### config.mk
export PLATFORM = sky130hd
export DESIGN_NAME = apn_label_encoder
export DESIGN_NICKNAME = d
export VERILOG_FILES = /design/src/sv/ale_pkg.sv /design/src/sv/apn_label_encoder.sv /design/src/sv/ale_label_ram.sv /design/src/sv/ale_seq.sv
export SDC_FILE = /design/constraint.sdc
export NUM_CORES = 1
export LEC_CHECK = 0
export BUFFER_PORTS_ARGS = -buffer_cell sky130_fd_sc_hd__buf_2
export CORE_MARGIN = 4
export CORE_UTILIZATION = 65
export CTS_CLUSTER_SIZE = 14
export DETAILED_ROUTE_END_ITERATION = 12
export GPL_TIMING_DRIVEN = 0
export HOLD_SLACK_MARGIN = 0.15
export PLACE_DENSITY_LB_ADDON = 0.15
export SLEW_MARGIN = 0
export SYNTH_ARGS = -nofsm -noshare
export SYNTH_HDL_FRONTEND = slang
export SYNTH_SLANG_ARGS = --single-unit
export TNS_END_PERCENT = 30
### constraint.sdc
create_clock -name clk -period 5.6 [get_ports clk]
set_clock_uncertainty 0.2 [all_clocks]
set_input_delay 1.12 -clock clk [delete_from_list [all_inputs] [get_ports clk]]
set_output_delay 1.12 -clock clk [all_outputs]
set_load 0.02 [all_outputs]
### src/sv/ale_pkg.sv
`timescale 1ns / 1ps
// ----------------------------------------------------------------------------
// ale_pkg
// Shared types and constants for the APN label encoder.
// ----------------------------------------------------------------------------
package ale_pkg;

  localparam int LABEL_DEPTH = 63;
  localparam int LBL_AW      = (LABEL_DEPTH > 1) ? $clog2(LABEL_DEPTH) : 1;
  localparam int CNT_W       = $clog2(LABEL_DEPTH + 1);
  localparam int BYTE_W      = 8;
  localparam int CFG_AW      = 3;
  localparam int CFG_DW      = 32;

  localparam logic [BYTE_W-1:0] DOT_CHAR      = 8'd46;
  localparam logic [BYTE_W-1:0] MAX_LEN_RESET = 8'd100;

  // Register index taken from paddr[2]
  localparam logic REG_MAX_OUTPUT_LEN = 1'b0;

  typedef enum logic [1:0] {
    S_IDLE,
    S_LEN,
    S_READ,
    S_DATA
  } state_t;

  typedef struct packed {
    logic              we;
    logic [LBL_AW-1:0] addr;
    logic [BYTE_W-1:0] data;
  } ale_wr_t;

  typedef struct packed {
    logic              re;
    logic [LBL_AW-1:0] addr;
  } ale_rd_t;

endpackage

### src/sv/apn_label_encoder.sv
`timescale 1ns / 1ps
// ----------------------------------------------------------------------------
// apn_label_encoder
// Converts a dotted name, one character per beat, into length-prefixed labels.
// ----------------------------------------------------------------------------
// Usage: characters arrive on the in_ channel, one per beat, and the name is
// closed by a beat with in_is_end set. Characters are buffered in a 63-entry
// label RAM. A dot or the end beat starts a flush: the length byte and then
// each buffered character leave on the out_ channel, one byte per beat. The
// final byte of a name carries out_run_last and, without error, the encoded
// length on out_total_len. An overrun of max_output_len or of the label
// buffer makes the end beat give a single result with out_error set.
// Flow: a flush sends the length byte from S_LEN, then each character by
// way of S_READ and S_DATA, paced by the single RAM read port (a read
// state and an output state per byte); in_ready is low meanwhile.
// Each result is formed and then held in an output register.
// If the receiver stalls, the sequencer waits with the byte held; the next
// character can be taken while the final result is still waiting.
// Reset (synchronous, rst_n low) clears the label count, sets the encoded
// count to 1 and max_output_len to 100; no clearing pass is needed for the RAM.
// ----------------------------------------------------------------------------
module apn_label_encoder (
  input  logic                        clk,
  input  logic                        rst_n,
  // input channel
  input  logic                        in_valid,
  output logic                        in_ready,
  input  logic [ale_pkg::BYTE_W-1:0]  in_symbol,
  input  logic                        in_is_end,
  // result channel
  output logic                        out_valid,
  input  logic                        out_ready,
  output logic [ale_pkg::BYTE_W-1:0]  out_byte,
  output logic                        out_run_last,
  output logic                        out_error,
  output logic [ale_pkg::BYTE_W-1:0]  out_total_len,
  // configuration port
  input  logic                        psel,
  input  logic                        penable,
  input  logic                        pwrite,
  input  logic [ale_pkg::CFG_AW-1:0]  paddr,
  input  logic [ale_pkg::CFG_DW-1:0]  pwdata,
  output logic [ale_pkg::CFG_DW-1:0]  prdata,
  output logic                        pready
);

  logic [ale_pkg::BYTE_W-1:0] max_len_r;
  logic                       cfg_wr;
  logic                       cfg_hit;
  ale_pkg::ale_wr_t           wr;
  ale_pkg::ale_rd_t           rd;
  logic [ale_pkg::BYTE_W-1:0] rd_data;

  assign pready  = 1'b1;
  assign cfg_hit = (paddr[2] == ale_pkg::REG_MAX_OUTPUT_LEN);
  assign cfg_wr  = psel && penable && pwrite && pready && cfg_hit;
  assign prdata  = cfg_hit ? ale_pkg::CFG_DW'(max_len_r) : '0;

  always_ff @(posedge clk) begin
    if (!rst_n) begin
      max_len_r <= ale_pkg::MAX_LEN_RESET;
    end else if (cfg_wr) begin
      max_len_r <= pwdata[ale_pkg::BYTE_W-1:0];
    end
  end

  ale_seq u_seq (
    .clk           (clk),
    .rst_n         (rst_n),
    .max_len       (max_len_r),
    .in_valid      (in_valid),
    .in_ready      (in_ready),
    .in_symbol     (in_symbol),
    .in_is_end     (in_is_end),
    .out_valid     (out_valid),
    .out_ready     (out_ready),
    .out_byte      (out_byte),
    .out_run_last  (out_run_last),
    .out_error     (out_error),
    .out_total_len (out_total_len),
    .wr            (wr),
    .rd            (rd),
    .rd_data       (rd_data)
  );

  ale_label_ram u_ram (
    .clk     (clk),
    .wr      (wr),
    .rd      (rd),
    .rd_data (rd_data)
  );

`ifndef SYNTHESIS
  // An error result is always the last one of its name.
  a_err_is_last: assert property (@(posedge clk) disable iff (!rst_n)
    (out_valid && out_error) |-> out_run_last)
    else $error("error result without run_last");

  // An error result carries neither a byte nor a length.
  a_err_zero: assert property (@(posedge clk) disable iff (!rst_n)
    (out_valid && out_error) |-> (out_byte == '0 && out_total_len == '0))
    else $error("error result with non-zero payload");

  // A clean last result reports at least its own length byte.
  a_len_nonzero: assert property (@(posedge clk) disable iff (!rst_n)
    (out_valid && out_run_last && !out_error) |-> (out_total_len != '0))
    else $error("last result with zero total length");

  // Only last results carry a total length.
  a_tot_only_last: assert property (@(posedge clk) disable iff (!rst_n)
    (out_valid && !out_run_last) |-> (out_total_len == '0))
    else $error("total length on a result that is not last");
`endif

endmodule

### src/sv/ale_label_ram.sv
`timescale 1ns / 1ps
// ----------------------------------------------------------------------------
// ale_label_ram
// Buffer for the characters of the current label: one write port and one
// registered read port.
// ----------------------------------------------------------------------------
module ale_label_ram (
  input  logic                        clk,
  input  ale_pkg::ale_wr_t            wr,
  input  ale_pkg::ale_rd_t            rd,
  output logic [ale_pkg::BYTE_W-1:0]  rd_data
);

  logic [ale_pkg::BYTE_W-1:0] mem [ale_pkg::LABEL_DEPTH];
  logic [ale_pkg::BYTE_W-1:0] rd_data_r;

  always_ff @(posedge clk) begin
    if (wr.we) begin
      mem[wr.addr] <= wr.data;
    end
  end

  always_ff @(posedge clk) begin
    if (rd.re) begin
      rd_data_r <= mem[rd.addr];
    end
  end

  assign rd_data = rd_data_r;

endmodule

### src/sv/ale_seq.sv
`timescale 1ns / 1ps
// ----------------------------------------------------------------------------
// ale_seq
// Sequencer: takes characters, tracks label and encoded counts, and walks
// the label buffer one byte at a time into the output register on a flush.
// ----------------------------------------------------------------------------
module ale_seq (
  input  logic                        clk,
  input  logic                        rst_n,
  input  logic [ale_pkg::BYTE_W-1:0]  max_len,
  input  logic                        in_valid,
  output logic                        in_ready,
  input  logic [ale_pkg::BYTE_W-1:0]  in_symbol,
  input  logic                        in_is_end,
  output logic                        out_valid,
  input  logic                        out_ready,
  output logic [ale_pkg::BYTE_W-1:0]  out_byte,
  output logic                        out_run_last,
  output logic                        out_error,
  output logic [ale_pkg::BYTE_W-1:0]  out_total_len,
  output ale_pkg::ale_wr_t            wr,
  output ale_pkg::ale_rd_t            rd,
  input  logic [ale_pkg::BYTE_W-1:0]  rd_data
);

  localparam int CW = ale_pkg::CNT_W;
  localparam int BW = ale_pkg::BYTE_W;

  ale_pkg::state_t state_r, state_nxt;

  logic [CW-1:0] label_cnt_r, label_cnt_nxt;
  logic [BW-1:0] enc_cnt_r, enc_cnt_nxt;
  logic          failed_r, failed_nxt;
  logic [CW-1:0] fl_cnt_r, fl_cnt_nxt;
  logic [BW-1:0] fl_tot_r, fl_tot_nxt;
  logic          fl_final_r, fl_final_nxt;
  logic          fl_err_r, fl_err_nxt;
  logic [CW-1:0] idx_r, idx_nxt;

  logic          out_valid_r, out_valid_nxt;
  logic [BW-1:0] out_byte_r, out_byte_nxt;
  logic          out_last_r, out_last_nxt;
  logic          out_err_r, out_err_nxt;
  logic [BW-1:0] out_tot_r, out_tot_nxt;

  logic          acc;
  logic          slot_free;
  logic          is_dot;
  logic          lim_hit;
  logic          lbl_full;
  logic          start_flush;
  logic          len_only;
  logic          last_data;
  logic [CW-1:0] idx_inc;

  assign in_ready    = (state_r == ale_pkg::S_IDLE);
  assign acc         = in_valid && in_ready;
  assign slot_free   = !out_valid_r || out_ready;
  assign is_dot      = (in_symbol == ale_pkg::DOT_CHAR);
  assign lim_hit     = (enc_cnt_r >= max_len);
  assign lbl_full    = (label_cnt_r >= CW'(ale_pkg::LABEL_DEPTH));
  assign start_flush = acc && (in_is_end || (!failed_r && !lim_hit && is_dot));
  assign len_only    = fl_err_r || (fl_cnt_r == '0);
  assign idx_inc     = idx_r + CW'(1);
  assign last_data   = (idx_inc == fl_cnt_r);

  // Next state
  always_comb begin
    state_nxt = state_r;
    case (state_r)
      ale_pkg::S_IDLE: begin
        if (start_flush) begin
          state_nxt = ale_pkg::S_LEN;
        end
      end
      ale_pkg::S_LEN: begin
        if (slot_free) begin
          state_nxt = len_only ? ale_pkg::S_IDLE : ale_pkg::S_READ;
        end
      end
      ale_pkg::S_READ: begin
        state_nxt = ale_pkg::S_DATA;
      end
      ale_pkg::S_DATA: begin
        if (slot_free) begin
          state_nxt = last_data ? ale_pkg::S_IDLE : ale_pkg::S_READ;
        end
      end
      default: begin
        state_nxt = ale_pkg::S_IDLE;
      end
    endcase
  end

  // Datapath and outputs
  always_comb begin
    label_cnt_nxt = label_cnt_r;
    enc_cnt_nxt   = enc_cnt_r;
    failed_nxt    = failed_r;
    fl_cnt_nxt    = fl_cnt_r;
    fl_tot_nxt    = fl_tot_r;
    fl_final_nxt  = fl_final_r;
    fl_err_nxt    = fl_err_r;
    idx_nxt       = idx_r;
    out_valid_nxt = out_valid_r && !out_ready;
    out_byte_nxt  = out_byte_r;
    out_last_nxt  = out_last_r;
    out_err_nxt   = out_err_r;
    out_tot_nxt   = out_tot_r;
    wr.we         = 1'b0;
    wr.addr       = label_cnt_r[ale_pkg::LBL_AW-1:0];
    wr.data       = in_symbol;
    rd.re         = 1'b0;
    rd.addr       = idx_r[ale_pkg::LBL_AW-1:0];

    case (state_r)
      ale_pkg::S_IDLE: begin
        idx_nxt = '0;
        if (acc) begin
          if (in_is_end) begin
            fl_cnt_nxt    = label_cnt_r;
            fl_tot_nxt    = enc_cnt_r;
            fl_final_nxt  = 1'b1;
            fl_err_nxt    = failed_r || (max_len == '0);
            label_cnt_nxt = '0;
            enc_cnt_nxt   = BW'(1);
            failed_nxt    = 1'b0;
          end else if (!failed_r) begin
            if (lim_hit) begin
              failed_nxt = 1'b1;
            end else if (is_dot) begin
              enc_cnt_nxt   = enc_cnt_r + BW'(1);
              fl_cnt_nxt    = label_cnt_r;
              fl_tot_nxt    = enc_cnt_r;
              fl_final_nxt  = 1'b0;
              fl_err_nxt    = 1'b0;
              label_cnt_nxt = '0;
            end else if (lbl_full) begin
              failed_nxt = 1'b1;
            end else begin
              wr.we         = 1'b1;
              label_cnt_nxt = label_cnt_r + CW'(1);
              enc_cnt_nxt   = enc_cnt_r + BW'(1);
            end
          end
        end
      end
      ale_pkg::S_LEN: begin
        if (slot_free) begin
          out_valid_nxt = 1'b1;
          out_byte_nxt  = fl_err_r ? '0 : BW'(fl_cnt_r);
          out_last_nxt  = fl_final_r && len_only;
          out_err_nxt   = fl_err_r;
          out_tot_nxt   = (fl_final_r && !fl_err_r && (fl_cnt_r == '0)) ? fl_tot_r : '0;
        end
      end
      ale_pkg::S_READ: begin
        rd.re = 1'b1;
      end
      ale_pkg::S_DATA: begin
        if (slot_free) begin
          out_valid_nxt = 1'b1;
          out_byte_nxt  = rd_data;
          out_last_nxt  = fl_final_r && last_data;
          out_err_nxt   = 1'b0;
          out_tot_nxt   = (fl_final_r && last_data) ? fl_tot_r : '0;
          idx_nxt       = idx_inc;
        end
      end
      default: begin
        out_valid_nxt = 1'b0;
      end
    endcase
  end

  always_ff @(posedge clk) begin
    if (!rst_n) begin
      state_r     <= ale_pkg::S_IDLE;
      label_cnt_r <= '0;
      enc_cnt_r   <= BW'(1);
      failed_r    <= 1'b0;
      out_valid_r <= 1'b0;
    end else begin
      state_r     <= state_nxt;
      label_cnt_r <= label_cnt_nxt;
      enc_cnt_r   <= enc_cnt_nxt;
      failed_r    <= failed_nxt;
      out_valid_r <= out_valid_nxt;
    end
  end

  always_ff @(posedge clk) begin
    fl_cnt_r   <= fl_cnt_nxt;
    fl_tot_r   <= fl_tot_nxt;
    fl_final_r <= fl_final_nxt;
    fl_err_r   <= fl_err_nxt;
    idx_r      <= idx_nxt;
    out_byte_r <= out_byte_nxt;
    out_last_r <= out_last_nxt;
    out_err_r  <= out_err_nxt;
    out_tot_r  <= out_tot_nxt;
  end

  assign out_valid     = out_valid_r;
  assign out_byte      = out_byte_r;
  assign out_run_last  = out_last_r;
  assign out_error     = out_err_r;
  assign out_total_len = out_tot_r;

endmodule

==> metrics.yaml <==
power_and_ir_drop:
  power-per-cell-area_nw_per_um2: 364
  internal-power_uw: 7150
  peakVddDrop_uv: 386
  combPwrFrac_pct: 10.7
  swShare_pct: 23.4
  seqPwrFrac_pct: 51.4
  clockPowerShare_pct: 37.8
  switchingPower_uw: 2190
  power_leakage_uw: 0.00825
hold_path:
  hp-class: "register to register"
  whs_path_depth: 0
clock_network:
  htreeDepth: 2
  cts_sinks: 578
  clk_pin_slew_ns: 0.06
  cts-buffers-inserted: 54
  cts_tree: "done"
  cts_root_buf: "clkbuf_16"
  post_cts_buffers: 0
  ctsHoldBuffers: 0
  clkLatencyLatePin_ns: 0.60
  cts_buffer_depth: 3
  cts.repair.resized: 0
logic_synthesis:
  synth-async-reset-ratio_pct: 0
  synth_largest_area_cell: "edfxtp_1"
  seq_area_frac_synth_pct: 74.2
  synth_cells: 1237
  syn_area_sq_um: 23000
  yosysWarnings: 0
  ys_top_cells_by_area: "edfxtp_1, mux4_2, dfxtp_1"
  syn-mean-instance-area_sq_um: 18.6
  synthFlopType: "edfxtp_1"
  ys_seq_elements: 578
  ys_types: 55
  synth-edff-count: 552
  synth_top_area_share_pct: 72.0
finish:
  nets: 1429
  final_util_pct: 73.9
  finalInstanceArea_sq_um: 25700
  antenna_cells: 0
  nFillCells: 1977
  drive_above_1_share_pct: 21.6
  syn_to_final_growth_pct: 11.4
critical_path:
  path_max_fanout: 64
  critical_path_class: "input port to register"
  reg2regPathDepth: 8
  crit_arrival_ns: 4.72
  cp_data_required_time_ns: 5.60
  critPathLaunchType: "input port"
  end_kind: "register"
floorplanning:
  coreArea_sq_um: 34700
  fp-row-count: 68
  die_area_sq_um: 38500
  initial_core_util_pct: 66.3
  die_h_um: 196
  ios: 104
  die_w_um: 196
placed_design:
  hpwl_um: 32300
  place_ws_ns: 0.416
  io_buffers: 51
  gp_congestion: 0.987
  placed_area_sq_um: 23900
sta:
  post-route-period-util_pct: 84.1
  hold_violations: 0
  setup_tns_ns: 0
  fin_ws_ns: 0.888
  rsz0062_at_grt: "false"
  fmax_mhz: 212
  slew_headroom_pct: 16.6
  drv_slew: 0
  fin_crit_ns: 4.71
  max_slew.worst_pin.slew_ns: 1.25
  whs_ns: 0.244
  finalSetupViolCount: 0
global_routing:
  met3_usage_pct: 4.76
  use_met2_pct: 41.3
  grt_max_degree: 65
  grt_busiest_layer: "met2"
  grt_antenna_before_repair: 1
  use_met1_pct: 39.8
  grt_pass1_vias: 12000
  grt_overflow: 0
  grt_first_pass_wirelength_um: 75800
  grt_usage_pct: 26.6
route:
  first_pass_iters: 5
  vias: 12200
  wl_um: 50800
  avgRoutedWirePerCell_um: 27.2
  drtAntennaViolNets: 0
  drc: 0
  drt_iter0_drc: 1512
  viasPerCell: 6.54
run_status:
  status: "finished clean"
job:
  cap_viol_max_count: 0
==> power by group through the flow <==
stage	clock [uW]	combinational, uW	sequential, uW
after floorplan	0	617	4900
after global placement	0	959	4890
after detailed placement	0	976	4890
after CTS	3570	986	4800
after global routing	3770	1050	4800
final	3530	1000	4800
==> worst max-delay path: stages <==
cell	delay, ns
buf_2	0.84
and4b_1	0.31
nand2_1	0.11
o211ai_1	0.09
nor3_1	0.75
nand4_1	0.48
nor2_1	0.96
==> path summary, 6_finish.rpt <==
check / slack (ns) / startpoint / end
worst max register to register: 1.44 / u_seq.enc_cnt_r[0] / u_ram.mem[28][1]
worst min register to register: 0.24 / u_seq.label_cnt_r[3] / u_seq.fl_cnt_r[3]
worst min-delay path: 0.24 / u_seq.label_cnt_r[3] / u_seq.fl_cnt_r[3]
worst max-delay path: 0.89 / in_symbol[0] / u_ram.mem[28][1]
==> cells in the mapped netlist (3+ instances only) <==
| cell type | instances |
|---|---|
| nor3_1 | 4 |
| nand3_1 | 9 |
| xnor2_1 | 9 |
| clkbuf_1 | 33 |
| dfxtp_1 | 26 |
| o31ai_1 | 5 |
| a211oi_1 | 24 |
| o211ai_1 | 5 |
| inv_1 | 16 |
| nand2_1 | 60 |
| a22oi_1 | 26 |
| nor2b_1 | 12 |
| a21oi_1 | 32 |
| and3_1 | 16 |
| nor2_1 | 97 |
| mux4_2 | 126 |
| or3_1 | 4 |
| buf_2 | 16 |
| ha_1 | 11 |
| nor4_1 | 6 |
| xnor3_1 | 3 |
| or4_1 | 5 |
| a21o_1 | 3 |
| mux2i_1 | 22 |
| o21ai_0 | 23 |
| and2_1 | 10 |
| buf_4 | 25 |
| nand4_1 | 3 |
| edfxtp_1 | 552 |
| nand3b_1 | 9 |
| buf_1 | 11 |
| o22ai_1 | 5 |
==> cells in the final DEF (no fill, tap or decap), drive strengths merged, types with 6 or more instances in the layout <==
cell,synthesis,routed
a211oi,24,24
a21oi,32,32
a22oi,26,26
and2,12,12
and3,16,16
buf,53,104
clkbuf,33,102
clkinv,1,26
conb,2,25
dfxtp,26,26
edfxtp,552,552
ha,11,11
inv,16,16
mux2i,22,22
mux4,126,126
nand2,60,60
nand3,9,9
nand3b,9,9
nor2,97,97
nor2b,12,12
nor4,6,6
o21ai,23,23
xnor2,9,9
==> metal layers <==
metal / vias up / routed length, um
met4: 2 / 1650
li1: 5190 / -
met1: 6242 / 20100
met5: - / 52
met2: 671 / 24300
met3: 102 / 4660
==> sequential cells by signal, indices dropped and copies added (netlist names) <==
register,cells
u_seq.fl_cnt_r,6
u_seq.out_error,1
u_seq.label_cnt_r,6
u_seq.enc_cnt_r,8
u_seq.fl_final_r,1
u_seq.state_r,2
u_seq.failed_r,1
u_seq.idx_r,6
max_len_r,8
u_seq.out_byte,8
u_ram.mem,504
u_seq.out_total_len,8
u_seq.fl_err_r,1
u_ram.rd_data,8
u_seq.fl_tot_r,8
u_seq.out_valid,1
u_seq.out_run_last,1
==> kinds of logic (layout without fill, tap and decap cells) <==
logic type               count (synthesis)  count (layout)  share of synthesized area [%]
AO/OA/AOI/OAI                          133             133                           3.74
XOR/XNOR                                13              13                          0.674
adder cells (fa/ha/maj)                 11              11                          0.598
buffers and inverters                  103             254                           2.21
flip-flops                             578             578                           74.2
multiplexers                           148             148                           13.3
other                                    2              25                         0.0326
AND/OR/NAND/NOR                        249             249                           5.23
==> stage by stage <==
stage | instances | total power, uW
after global routing | 1866 | 9620
after CTS | 1866 | 9360
final | 1866 | 9330
after detailed placement | 1766 | 5870
after global placement | 1766 | 5850
after floorplan | 1260 | 5510
==> final cells by class <==
class                   count  area, sq um  share of cell area [%]
flip-flops and latches    578        17100                    66.6
plain buffers              86          444                    1.73
inverters                  17         63.8                   0.249
multi-input cells         579         5510                    21.5
clock inverters            31          244                   0.951
well taps                 455          569                    2.22
repair buffers             51          255                   0.995
clock buffers              69         1470                    5.73
Note: power is estimated with default switching activity, not from simulation.
